==> config.mk <==
export PLATFORM = sky130hd
export DESIGN_NAME = agent_response_deframer_core
export DESIGN_NICKNAME = d
export VERILOG_FILES = /design/src/rtl/ard_pkg.sv /design/src/rtl/agent_response_deframer_core.sv
export SDC_FILE = /design/constraint.sdc
export NUM_CORES = 1
export LEC_CHECK = 0
export ABC_CLOCK_PERIOD_IN_PS = 5500
export CORE_MARGIN = 2
export CORE_UTILIZATION = 40
export CTS_CLUSTER_SIZE = 16
export DETAILED_ROUTE_END_ITERATION = 10
export DONT_BUFFER_PORTS = 1
export PLACE_DENSITY_LB_ADDON = 0.25
export SYNTH_ARGS = -nofsm -noshare
export SYNTH_HDL_FRONTEND = slang
export SYNTH_SLANG_ARGS = --single-unit
==> constraint.sdc <==
create_clock -name clk_i -period 5.5 [get_ports clk_i]
set_clock_uncertainty 0.2 [all_clocks]
set_input_delay 0.275 -clock clk_i [delete_from_list [all_inputs] [get_ports clk_i]]
set_output_delay 0.275 -clock clk_i [all_outputs]
set_load 0.005 [all_outputs]
==> src/rtl/ard_pkg.sv <==
// ----------------------------------------------------------------------------
// ard_pkg: shared constants for the response deframer
// Header layout, magic prefix and result kind codes.
// ----------------------------------------------------------------------------
package ard_pkg;

  // Header layout, in byte positions from the start of a response.
  localparam int unsigned HdrBytes   = 13;
  localparam int unsigned MagicBytes = 4;
  localparam int unsigned FlagPos    = 4;
  localparam int unsigned LenPos     = 5;
  localparam int unsigned LenEnd     = 9;

  localparam logic [7:0] FLAG_GOOD = 8'h01;

  // Result kinds.
  localparam logic [1:0] KIND_DATA      = 2'd0;
  localparam logic [1:0] KIND_EMPTY     = 2'd1;
  localparam logic [1:0] KIND_BAD_MAGIC = 2'd2;
  localparam logic [1:0] KIND_BAD_FLAG  = 2'd3;

  // Expected magic byte at a header position ("ZBXD").
  function automatic logic [7:0] magic_byte(input logic [1:0] pos);
    logic [7:0] b;
    unique case (pos)
      2'd0:    b = 8'h5A;
      2'd1:    b = 8'h42;
      2'd2:    b = 8'h58;
      default: b = 8'h44;
    endcase
    return b;
  endfunction

endpackage

==> src/rtl/agent_response_deframer_core.sv <==
// ----------------------------------------------------------------------------
// agent_response_deframer_core: length-prefixed response deframer
// Parses a 13-byte header and streams the payload bytes that follow it.
// ----------------------------------------------------------------------------
// Feed one request per cycle: either a received byte (action 0) or the start
// of a new response (action 1), which clears all parse state and gives no
// result. The first 13 bytes of a response form the header: magic "ZBXD", a
// flag byte that must be 1, a 32-bit little-endian payload length, and four
// reserved bytes. On the 13th byte the header is judged: bad magic wins over
// bad flag, a zero length reports an empty frame, and each of these reports
// carries last = 1 and payload_byte = 0. A good header with a nonzero length
// switches to payload mode, where every byte comes out as kind 0 and the
// final one carries last = 1. After any report or the last payload byte,
// bytes are dropped silently until the next new-response request. The block
// sustains one request per cycle while results are read without stalls; a
// request is captured in the input register when it is accepted, and its
// result is loaded into the result register when the input register advances.
// The parse state and the result register sit in one stage, so in_ready_o
// falls only while a result is held unread and the input register is also
// full.
// ----------------------------------------------------------------------------
module agent_response_deframer_core (
  input  logic       clk_i,
  input  logic       rst_ni,
  input  logic       in_valid_i,
  output logic       in_ready_o,
  input  logic       action_i,
  input  logic [7:0] data_byte_i,
  output logic       out_valid_o,
  input  logic       out_ready_i,
  output logic [1:0] kind_o,
  output logic [7:0] payload_byte_o,
  output logic       last_o
);
  import ard_pkg::*;

  localparam logic [1:0] PH_HEADER  = 2'd0;
  localparam logic [1:0] PH_PAYLOAD = 2'd1;
  localparam logic [1:0] PH_DONE    = 2'd2;

  localparam logic [3:0] HDR_LAST   = 4'(HdrBytes - 1);
  localparam logic [3:0] MAGIC_END  = 4'(MagicBytes);
  localparam logic [3:0] FLAG_AT    = 4'(FlagPos);
  localparam logic [3:0] LEN_START  = 4'(LenPos);
  localparam logic [3:0] LEN_STOP   = 4'(LenEnd);

  // Input register.
  logic       s1_valid_q, s1_valid_d;
  logic       s1_action_q;
  logic [7:0] s1_byte_q;

  // Parse state.
  logic [1:0]  phase_q, phase_d;
  logic [3:0]  hdr_cnt_q, hdr_cnt_d;
  logic        magic_ok_q, magic_ok_d;
  logic        flag_ok_q, flag_ok_d;
  logic [31:0] len_q, len_d;
  logic [31:0] remain_q, remain_d;

  // Result register.
  logic       out_valid_q, out_valid_d;
  logic [1:0] kind_q, kind_d;
  logic [7:0] pbyte_q, pbyte_d;
  logic       last_q, last_d;

  logic       s1_adv;
  logic       s1_fire;
  logic       in_fire;
  logic       produce;
  logic [1:0] lane;

  // Stage 1 may advance when the result register is empty or being read.
  assign s1_adv     = !out_valid_q || out_ready_i;
  assign s1_fire    = s1_valid_q && s1_adv;
  assign in_ready_o = !s1_valid_q || s1_adv;
  assign in_fire    = in_valid_i && in_ready_o;
  assign lane       = 2'(hdr_cnt_q - LEN_START);

  always_comb begin
    s1_valid_d = in_fire ? 1'b1 : (s1_fire ? 1'b0 : s1_valid_q);
  end

  // Parse one request and build its result, if any.
  always_comb begin
    phase_d    = phase_q;
    hdr_cnt_d  = hdr_cnt_q;
    magic_ok_d = magic_ok_q;
    flag_ok_d  = flag_ok_q;
    len_d      = len_q;
    remain_d   = remain_q;
    produce    = 1'b0;
    kind_d     = kind_q;
    pbyte_d    = pbyte_q;
    last_d     = last_q;

    if (s1_fire) begin
      if (s1_action_q) begin
        // New response: back to the reset state, no result.
        phase_d    = PH_HEADER;
        hdr_cnt_d  = '0;
        magic_ok_d = 1'b1;
        flag_ok_d  = 1'b1;
        len_d      = '0;
        remain_d   = '0;
      end else begin
        unique case (phase_q)
          PH_HEADER: begin
            if (hdr_cnt_q < MAGIC_END) begin
              if (s1_byte_q != magic_byte(hdr_cnt_q[1:0])) begin
                magic_ok_d = 1'b0;
              end
            end else if (hdr_cnt_q == FLAG_AT) begin
              flag_ok_d = (s1_byte_q == FLAG_GOOD);
            end else if (hdr_cnt_q >= LEN_START && hdr_cnt_q < LEN_STOP) begin
              len_d[{lane, 3'b000} +: 8] = len_q[{lane, 3'b000} +: 8] | s1_byte_q;
            end

            if (hdr_cnt_q != HDR_LAST) begin
              hdr_cnt_d = hdr_cnt_q + 4'd1;
            end else begin
              // Judge the header: magic first, then flag, then length.
              hdr_cnt_d = 4'(HdrBytes);
              pbyte_d   = '0;
              last_d    = 1'b1;
              priority if (!magic_ok_d) begin
                produce = 1'b1;
                kind_d  = KIND_BAD_MAGIC;
                phase_d = PH_DONE;
              end else if (!flag_ok_d) begin
                produce = 1'b1;
                kind_d  = KIND_BAD_FLAG;
                phase_d = PH_DONE;
              end else if (len_d == '0) begin
                produce = 1'b1;
                kind_d  = KIND_EMPTY;
                phase_d = PH_DONE;
              end else begin
                remain_d = len_d;
                phase_d  = PH_PAYLOAD;
              end
            end
          end
          PH_PAYLOAD: begin
            produce = 1'b1;
            kind_d  = KIND_DATA;
            pbyte_d = s1_byte_q;
            last_d  = (remain_q <= 32'd1);
            if (remain_q != '0) begin
              remain_d = remain_q - 32'd1;
            end
            if (remain_d == '0) begin
              phase_d = PH_DONE;
            end
          end
          default: begin
            // Done, or the unused code: drop the byte.
          end
        endcase
      end
    end

    out_valid_d = produce ? 1'b1 : (out_ready_i ? 1'b0 : out_valid_q);
  end

  always_ff @(posedge clk_i or negedge rst_ni) begin
    if (!rst_ni) begin
      s1_valid_q  <= 1'b0;
      phase_q     <= PH_HEADER;
      hdr_cnt_q   <= '0;
      magic_ok_q  <= 1'b1;
      flag_ok_q   <= 1'b1;
      len_q       <= '0;
      remain_q    <= '0;
      out_valid_q <= 1'b0;
    end else begin
      s1_valid_q  <= s1_valid_d;
      phase_q     <= phase_d;
      hdr_cnt_q   <= hdr_cnt_d;
      magic_ok_q  <= magic_ok_d;
      flag_ok_q   <= flag_ok_d;
      len_q       <= len_d;
      remain_q    <= remain_d;
      out_valid_q <= out_valid_d;
    end
  end

  // Payload registers: no reset needed.
  always_ff @(posedge clk_i) begin
    if (in_fire) begin
      s1_action_q <= action_i;
      s1_byte_q   <= data_byte_i;
    end
    if (produce) begin
      kind_q  <= kind_d;
      pbyte_q <= pbyte_d;
      last_q  <= last_d;
    end
  end

  assign out_valid_o    = out_valid_q;
  assign kind_o         = kind_q;
  assign payload_byte_o = pbyte_q;
  assign last_o         = last_q;

  // Payload mode always has at least one byte left to pass.
  assert property (@(posedge clk_i) disable iff (!rst_ni)
    phase_q == PH_PAYLOAD |-> remain_q != '0)
    else $error("payload phase with no bytes remaining");

  // Header collection never runs past the last header byte.
  assert property (@(posedge clk_i) disable iff (!rst_ni)
    phase_q == PH_HEADER |-> hdr_cnt_q <= HDR_LAST)
    else $error("header count out of range");

  // Every report is terminal and carries a zero byte.
  assert property (@(posedge clk_i) disable iff (!rst_ni)
    out_valid_q && kind_q != KIND_DATA |-> last_q && pbyte_q == '0)
    else $error("report without last or with nonzero byte");

  // A held result blocks stage 1 from advancing.
  assert property (@(posedge clk_i) disable iff (!rst_ni)
    s1_valid_q && out_valid_q && !out_ready_i |=> s1_valid_q && out_valid_q)
    else $error("request lost while result was stalled");

  // A new-response request restarts header collection.
  assert property (@(posedge clk_i) disable iff (!rst_ni)
    s1_fire && s1_action_q |=> phase_q == PH_HEADER && hdr_cnt_q == '0)
    else $error("restart did not clear parse state");

endmodule

[Yosys cells after proc, flatten, opt, wreduce, memory -nomap -nowiden]
Cells that the tools add are included.
Word-level totals
  output and inout port bits: 13
  flip-flop bits (word level): 94
  word-level logic and storage cells: 130
  bits of input ports: 13
Cells by class
  add/subtract/negate cells: 4
  magnitude comparators: 4
  reductions and logical operators: 22
  multiplexer cells: 68
  bitwise logic cells: 2
  equality and inequality tests: 14
  shifts and indexed selects: 3
Operators with widths (count)
  32-bit 2-to-1 mux: 17
  32-bit zero test: 2
  32-bit one-hot mux with 2 select lines: 1
  8-bit 2-to-1 mux: 5
  32-bit bitwise mux: 1
  32-bit by 1-bit less-or-equal comparator with 1-bit output (second input constant): 1
  32-bit nonzero test: 1
  8-bit by 7-bit variable shift with 32-bit output (first input constant): 1
  32-bit by 6-bit variable part select with 8-bit output: 1
  8-bit by 7-bit variable part select with 32-bit output: 1
  32-bit by 1-bit subtractor with 32-bit output (second input constant): 1
  1-bit 2-to-1 mux: 25
  2-bit 2-to-1 mux: 10
  8-bit one-hot mux with 2 select lines: 1
  3-bit != test (second input constant): 5
  5-bit one-hot mux with 3 select lines: 1
  4-bit 2-to-1 mux: 3
  6-bit AND reduction: 2
  8-bit by 1-bit == test with 1-bit output (second input constant): 1
  4-bit != test (second input constant): 2
  8-bit != test: 1
  8-bit OR: 1
  2-bit one-hot mux with 2 select lines: 2
  2-bit nonzero test: 4
  other kinds (20): 27

[Logic depth before layout (Yosys ltp)]
  depth after elaboration: 20
  gate-level depth with buffers: 16
  depth with buffers taken out: 10

[Least setup slack after synthesis]
OpenSTA, ideal clock, no wires.
  path type: register -> register
  from: reg hdr_cnt_q[0]
  to: reg last_q (netlist: last_o) (enable)
  arrival: 3.803 ns
  stages on the path, launching flop included: 15
  library setup time: 0.337 ns
  period minus slack after synthesis: 4.341 ns
  path buffers: 4
  required time: 4.963 ns
  path slack: 1.159 ns
  cells stage by stage: dfrtp_1 -> clkbuf_1 -> inv_1 -> ha_1 -> buf_6 -> or3b_1 -> buf_6 -> a211oi_4 -> a21oi_2 -> or3_1 -> or4_1 -> o21a_1 -> buf_6 -> o21bai_1 -> and2_1
On the way
  cells in the longest elaborated chain, start to end: 20
  elaborated cells on any way between the ends: 48
  those cells by class: 2 x add/sub; 3 x order compare; 6 x eq/ne; 3 x shift; 29 x mux; 1 x bitwise; 4 x reduce/logical
Ends and longest elaborated chain
  from (decl): line agent_response_deframer_core.sv:54  | logic [3:0] hdr_cnt_q, hdr_cnt_d;
  from (signal assigned): line agent_response_deframer_core.sv:178  | hdr_cnt_q <= hdr_cnt_d;
  2-bit by 1-bit subtractor with 2-bit output: line agent_response_deframer_core.sv:77  | assign lane = 2'(hdr_cnt_q - LEN_START);
  32-bit by 6-bit variable part select with 8-bit output: line agent_response_deframer_core.sv:115  | len_d[{lane, 3'b000} +: 8] = len_q[{lane, 3'b000} +: 8] | s1_byte_q;
  8-bit OR: line agent_response_deframer_core.sv:115
  8-bit by 7-bit variable part select with 32-bit output: line agent_response_deframer_core.sv:115
  32-bit bitwise mux: line agent_response_deframer_core.sv:115
  32-bit 2-to-1 mux: line agent_response_deframer_core.sv:114  | end else if (hdr_cnt_q >= LEN_START && hdr_cnt_q < LEN_STOP) begin
  32-bit 2-to-1 mux: line agent_response_deframer_core.sv:112  | end else if (hdr_cnt_q == FLAG_AT) begin
  32-bit 2-to-1 mux: line agent_response_deframer_core.sv:108  | if (hdr_cnt_q < MAGIC_END) begin
  [4 not listed]
  1-bit 2-to-1 mux: line agent_response_deframer_core.sv:133  | end else if (len_d == '0) begin
  1-bit 2-to-1 mux: line agent_response_deframer_core.sv:129  | end else if (!flag_ok_d) begin
  1-bit 2-to-1 mux: line agent_response_deframer_core.sv:125  | priority if (!magic_ok_d) begin
  1-bit 2-to-1 mux: line agent_response_deframer_core.sv:118  | if (hdr_cnt_q != HDR_LAST) begin
  1-bit one-hot mux with 2 select lines: line agent_response_deframer_core.sv:106  | unique case (phase_q)
  1-bit 2-to-1 mux: line agent_response_deframer_core.sv:97  | if (s1_action_q) begin
  1-bit 2-to-1 mux: line agent_response_deframer_core.sv:96  | if (s1_fire) begin
  5-bit AND reduction (no line) *
  to (signal assigned): line agent_response_deframer_core.sv:196  | last_q <= last_d;
  to (decl): line agent_response_deframer_core.sv:64  | logic last_q, last_d;
Every way passes the cells marked *; elsewhere a longest branch is shown, timed or not. The select of a mux whose other input is x is not followed.
A chain may end at the register's enable or synchronous reset.

[Final worst setup path]
  from: reg hdr_cnt_q[1]
  to: reg remain_q[3]
On the way
  cells in the longest elaborated chain, start to end: 17
  elaborated cells on any way between the ends: 50
  those cells by class: 2 x add/sub; 3 x order compare; 9 x eq/ne; 3 x shift; 28 x mux; 1 x bitwise; 4 x reduce/logical
Ends and longest elaborated chain
  2-bit by 1-bit subtractor with 2-bit output: line agent_response_deframer_core.sv:77
  32-bit by 6-bit variable part select with 8-bit output: line agent_response_deframer_core.sv:115
  8-bit OR: line agent_response_deframer_core.sv:115
  8-bit by 7-bit variable part select with 32-bit output: line agent_response_deframer_core.sv:115
  32-bit bitwise mux: line agent_response_deframer_core.sv:115
  32-bit 2-to-1 mux: line agent_response_deframer_core.sv:114
  32-bit 2-to-1 mux: line agent_response_deframer_core.sv:112
  32-bit 2-to-1 mux: line agent_response_deframer_core.sv:108
  32-bit 2-to-1 mux: line agent_response_deframer_core.sv:106
  32-bit 2-to-1 mux: line agent_response_deframer_core.sv:97
  32-bit 2-to-1 mux: line agent_response_deframer_core.sv:96
  32-bit 2-to-1 mux: line agent_response_deframer_core.sv:133
  32-bit 2-to-1 mux: line agent_response_deframer_core.sv:129
  32-bit 2-to-1 mux: line agent_response_deframer_core.sv:125
  32-bit 2-to-1 mux: line agent_response_deframer_core.sv:118
  32-bit one-hot mux with 2 select lines: line agent_response_deframer_core.sv:106
  32-bit 2-to-1 mux: line agent_response_deframer_core.sv:97
  to (signal assigned): line agent_response_deframer_core.sv:182  | remain_q <= remain_d;
  to (decl): line agent_response_deframer_core.sv:58  | logic [31:0] remain_q, remain_d;
Parallel ways exist; a longest one is shown, timed or not. The select of a mux whose other input is x is not followed.

==> impl_metrics.ini <==
[placement]
hpwlAfterDp_microns = 15100
port_buffers = 0
gp_congestion = 0.987
dp_slack_ns = 0.612

[clocking]
cts_buffers = 9
cts.htree.levels = 3
cts.path.max_buffers = 2
cts_tree = built
cts-root-buf = clkbuf_16
cts.sinks = 94
clkSlewWorstSetupHoldPaths_ns = 0.07
clk_latency_ns = 0.35
cts_resized = 0
post_cts_buffers = 0
cts.hold.buffers_added = 13

[status]
status = finished clean

[worst_hold_path]
min_to = s1_action_q$_DFFE_PP_
min-delay-path-class = input pin to register
hold_start = in_valid_i
hold-path-cell-count = 1

[power]
p_leak_nw = 2.81
seq_power_share_pct = 25.3
p_sw_share_pct = 50.0
power.internal_w = 0.00180
powerDensity_mw_per_mm2 = 518
p_sw_w = 0.00179
p_clk_share_pct = 17.4
vdd_ir_drop_max_v = 0.000751
p_comb_share_pct = 57.3

[global_routing]
grt_use_total_pct = 26.2
grt_overflow = 0
grt_pass1_vias = 5791
grt_antenna_before_repair = 1
grt_max_degree = 75
grt_pass1_wl_microns = 33300

[logic_synthesis]
synth_ff_type = dfrtp_1
synth_cells = 719
async_flop_share_pct = 78.7
yosysWarnings = 0
syn_area_sq_mm = 0.00636
synth_nets = 743
synth_area_per_cell_sq_um = 8.85
synth_cell_types = 78
synthTopCellsByCount = 72 x dfrtp_1, 69 x nor2_1, 52 x a21oi_1
synth-edff-count = 20
synth_area_leaders = dfrtp_1 28%, edfxtp_1 9.4%, a22o_1 4.4%, a21oi_1 4.1%, nor2_1 4.1%
synth-seq-cells = 94
ys_seq_area_share_pct = 38.6
yosys.area.top_type = dfrtp_1
synth.top_cell.area_share_pct = 28.3
synth.most_common_cell = dfrtp_1

[timing]
fin_setup_tns_ns = 0
fin_crit_sh_pct = 89.8
rsz0062_at_grt = no
slew_headroom_pct = 18.6
final_hold_viol_count = 0
finalCriticalPeriod_ns = 4.94
tightest_slew_ns = 1.22
fin_ws_ns = 0.562
fmax_mhz = 203
finalSetupViolations = 0
slew_viol_final = 0

[worst_setup_path]
worst_r2r_path_depth = 11
cpPeakStageDelay_ns = 0.78
r2r-end = remain_q[3]$_DFFE_PN0P_
start_kind = register
required_ns = 5.49
reg2reg_slack_ns = 0.56
path_cells = inv_1 -> ha_1 -> or3b_1 -> o31ai_2 -> a22oi_1 -> a2111oi_0 -> nand4_1 -> o21a_1 -> buf_4 -> o31ai_4 -> o221ai_1
path_class = register to register
crit_path_end_kind = register
cp_max_fo = 27
cp_slowest_cell = o31ai_4
reg2reg_from = hdr_cnt_q[1]$_DFFE_PN0P_
arrival_ns = 4.92

[layout]
fillerInstances = 1557
multi_input_area_sq_mm = 0.00360
drive_above_1_share_pct = 7.93
seq_area_sq_mm = 0.00245
n_antenna_cell = 0
nNetsFinal = 725
syn_to_final_growth_pct = 8.85

[floorplanning]
fp-row-count = 46
io_pins = 26
die_w_microns = 130
start_util_pct = 40.5
die-area_sq_mm = 0.0169
die_h_microns = 130
coreArea_sq_mm = 0.0157

[run]
drv_cap = 0

[drt]
via_per_inst = 6.60
wl_per_cell_microns = 23.7
antenna_left = 0
vias = 6086
drt-total-wl_microns = 21800
drt_iter0_drc = 750
firstDrtPassIters = 7
drc = 0
==> flip-flops by register name (all words and copies together), names as in the netlist, 2 cells and up <==
signal	flops
kind_o	2
s1_byte_q	8
payload_byte_o	8
len_q	32
phase_q	2
hdr_cnt_q	4
remain_q	32
==> cell usage in the layout (no fill, tap or decap), types with 14 or more instances in the layout <==
cell,Yosys,routed
nand3_1,16,16
o2bb2ai_1,17,17
nor3_1,31,31
nand4_1,17,17
a21oi_1,52,52
dfrtp_1,72,72
o21ai_0,42,42
edfxtp_1,20,20
nor4_1,14,14
nand2_1,42,42
nor2_1,69,68
a22o_1,32,32
inv_1,20,20
==> critical path, delay by kind of cell, from the launching register on <==
kind / cells / cell delay (ns)
flip-flops: 1 / 0.50
AND/OR/NAND/NOR: 2 / 0.73
AO/OA/AOI/OAI: 6 / 2.60
buffers and inverters: 2 / 0.40
adder cells (fa/ha/maj): 1 / 0.33
==> area by class of cell <==
cell class / instances / share of cell area [%]
sequential: 94 / 35.4
clock buffer: 9 / 3.25
multi-input combinational: 552 / 52.1
tap: 216 / 3.90
timing repair buffer: 24 / 3.32
clock inverter: 7 / 0.939
inverter: 20 / 1.08
==> cell families after synthesis <==
group	share of synthesized area, %
compound gates	29.7
xor+xnor	1.10
fa+ha+maj	2.16
buf+inv	4.90
flops	38.6
mux	1.79
simple gates	21.8
==> worst max path at each step <==
stage	startpoint	end	slack, ns	cells past startpoint
finish	hdr_cnt_q[1]$_DFFE_PN0P_	remain_q[3]$_DFFE_PN0P_	0.56	11
global route	hdr_cnt_q[1]$_DFFE_PN0P_	remain_q[3]$_DFFE_PN0P_	0.35	11
CTS	hdr_cnt_q[1]$_DFFE_PN0P_	remain_q[3]$_DFFE_PN0P_	0.60	11
detailed placement	hdr_cnt_q[1]$_DFFE_PN0P_	remain_q[3]$_DFFE_PN0P_	0.61	11
global placement	hdr_cnt_q[1]$_DFFE_PN0P_	remain_q[3]$_DFFE_PN0P_	0.72	11
floorplan	hdr_cnt_q[0]$_DFFE_PN0P_	last_o$_SDFFCE_PN1P_	1.16	14
==> per-stage QoR <==
| step | util, % | cells | instance area, sq um | hold slack, ns | power, W |
|---|---|---|---|---|---|
| CTS | 44.1 | 922 | 6930 | 0.188 | 0.00354 |
| finish | 44.1 | 922 | 6930 | 0.183 | 0.00359 |
| floorplan | - | 719 | 6360 | -0.221 | 0.00234 |
| detailed placement | 41.3 | 893 | 6490 | -0.219 | 0.00289 |
| global route | 44.1 | 922 | 6930 | 0.206 | 0.00381 |
| global placement | 41.3 | 893 | 6490 | -0.219 | 0.00287 |
==> power by group through the flow <==
stage	registers [W]	logic [W]	clock network [W]
after global placement	0.000914	0.00195	0
final	0.000909	0.00206	0.000625
after CTS	0.000903	0.00200	0.000638
after floorplan	0.000842	0.00149	0
after detailed placement	0.000915	0.00197	0
after global routing	0.000917	0.00222	0.000667
==> per-layer routing <==
metal	up-vias	GRT usage, %	share of wire (%)
met2	263	40.9	45
met5	-	0	0.046
met3	52	7.54	8.1
met1	3026	34.8	44
met4	2	8.92	3.0
li1	2743	-	-
No activity file was read; power rests on OpenSTA's default activity.
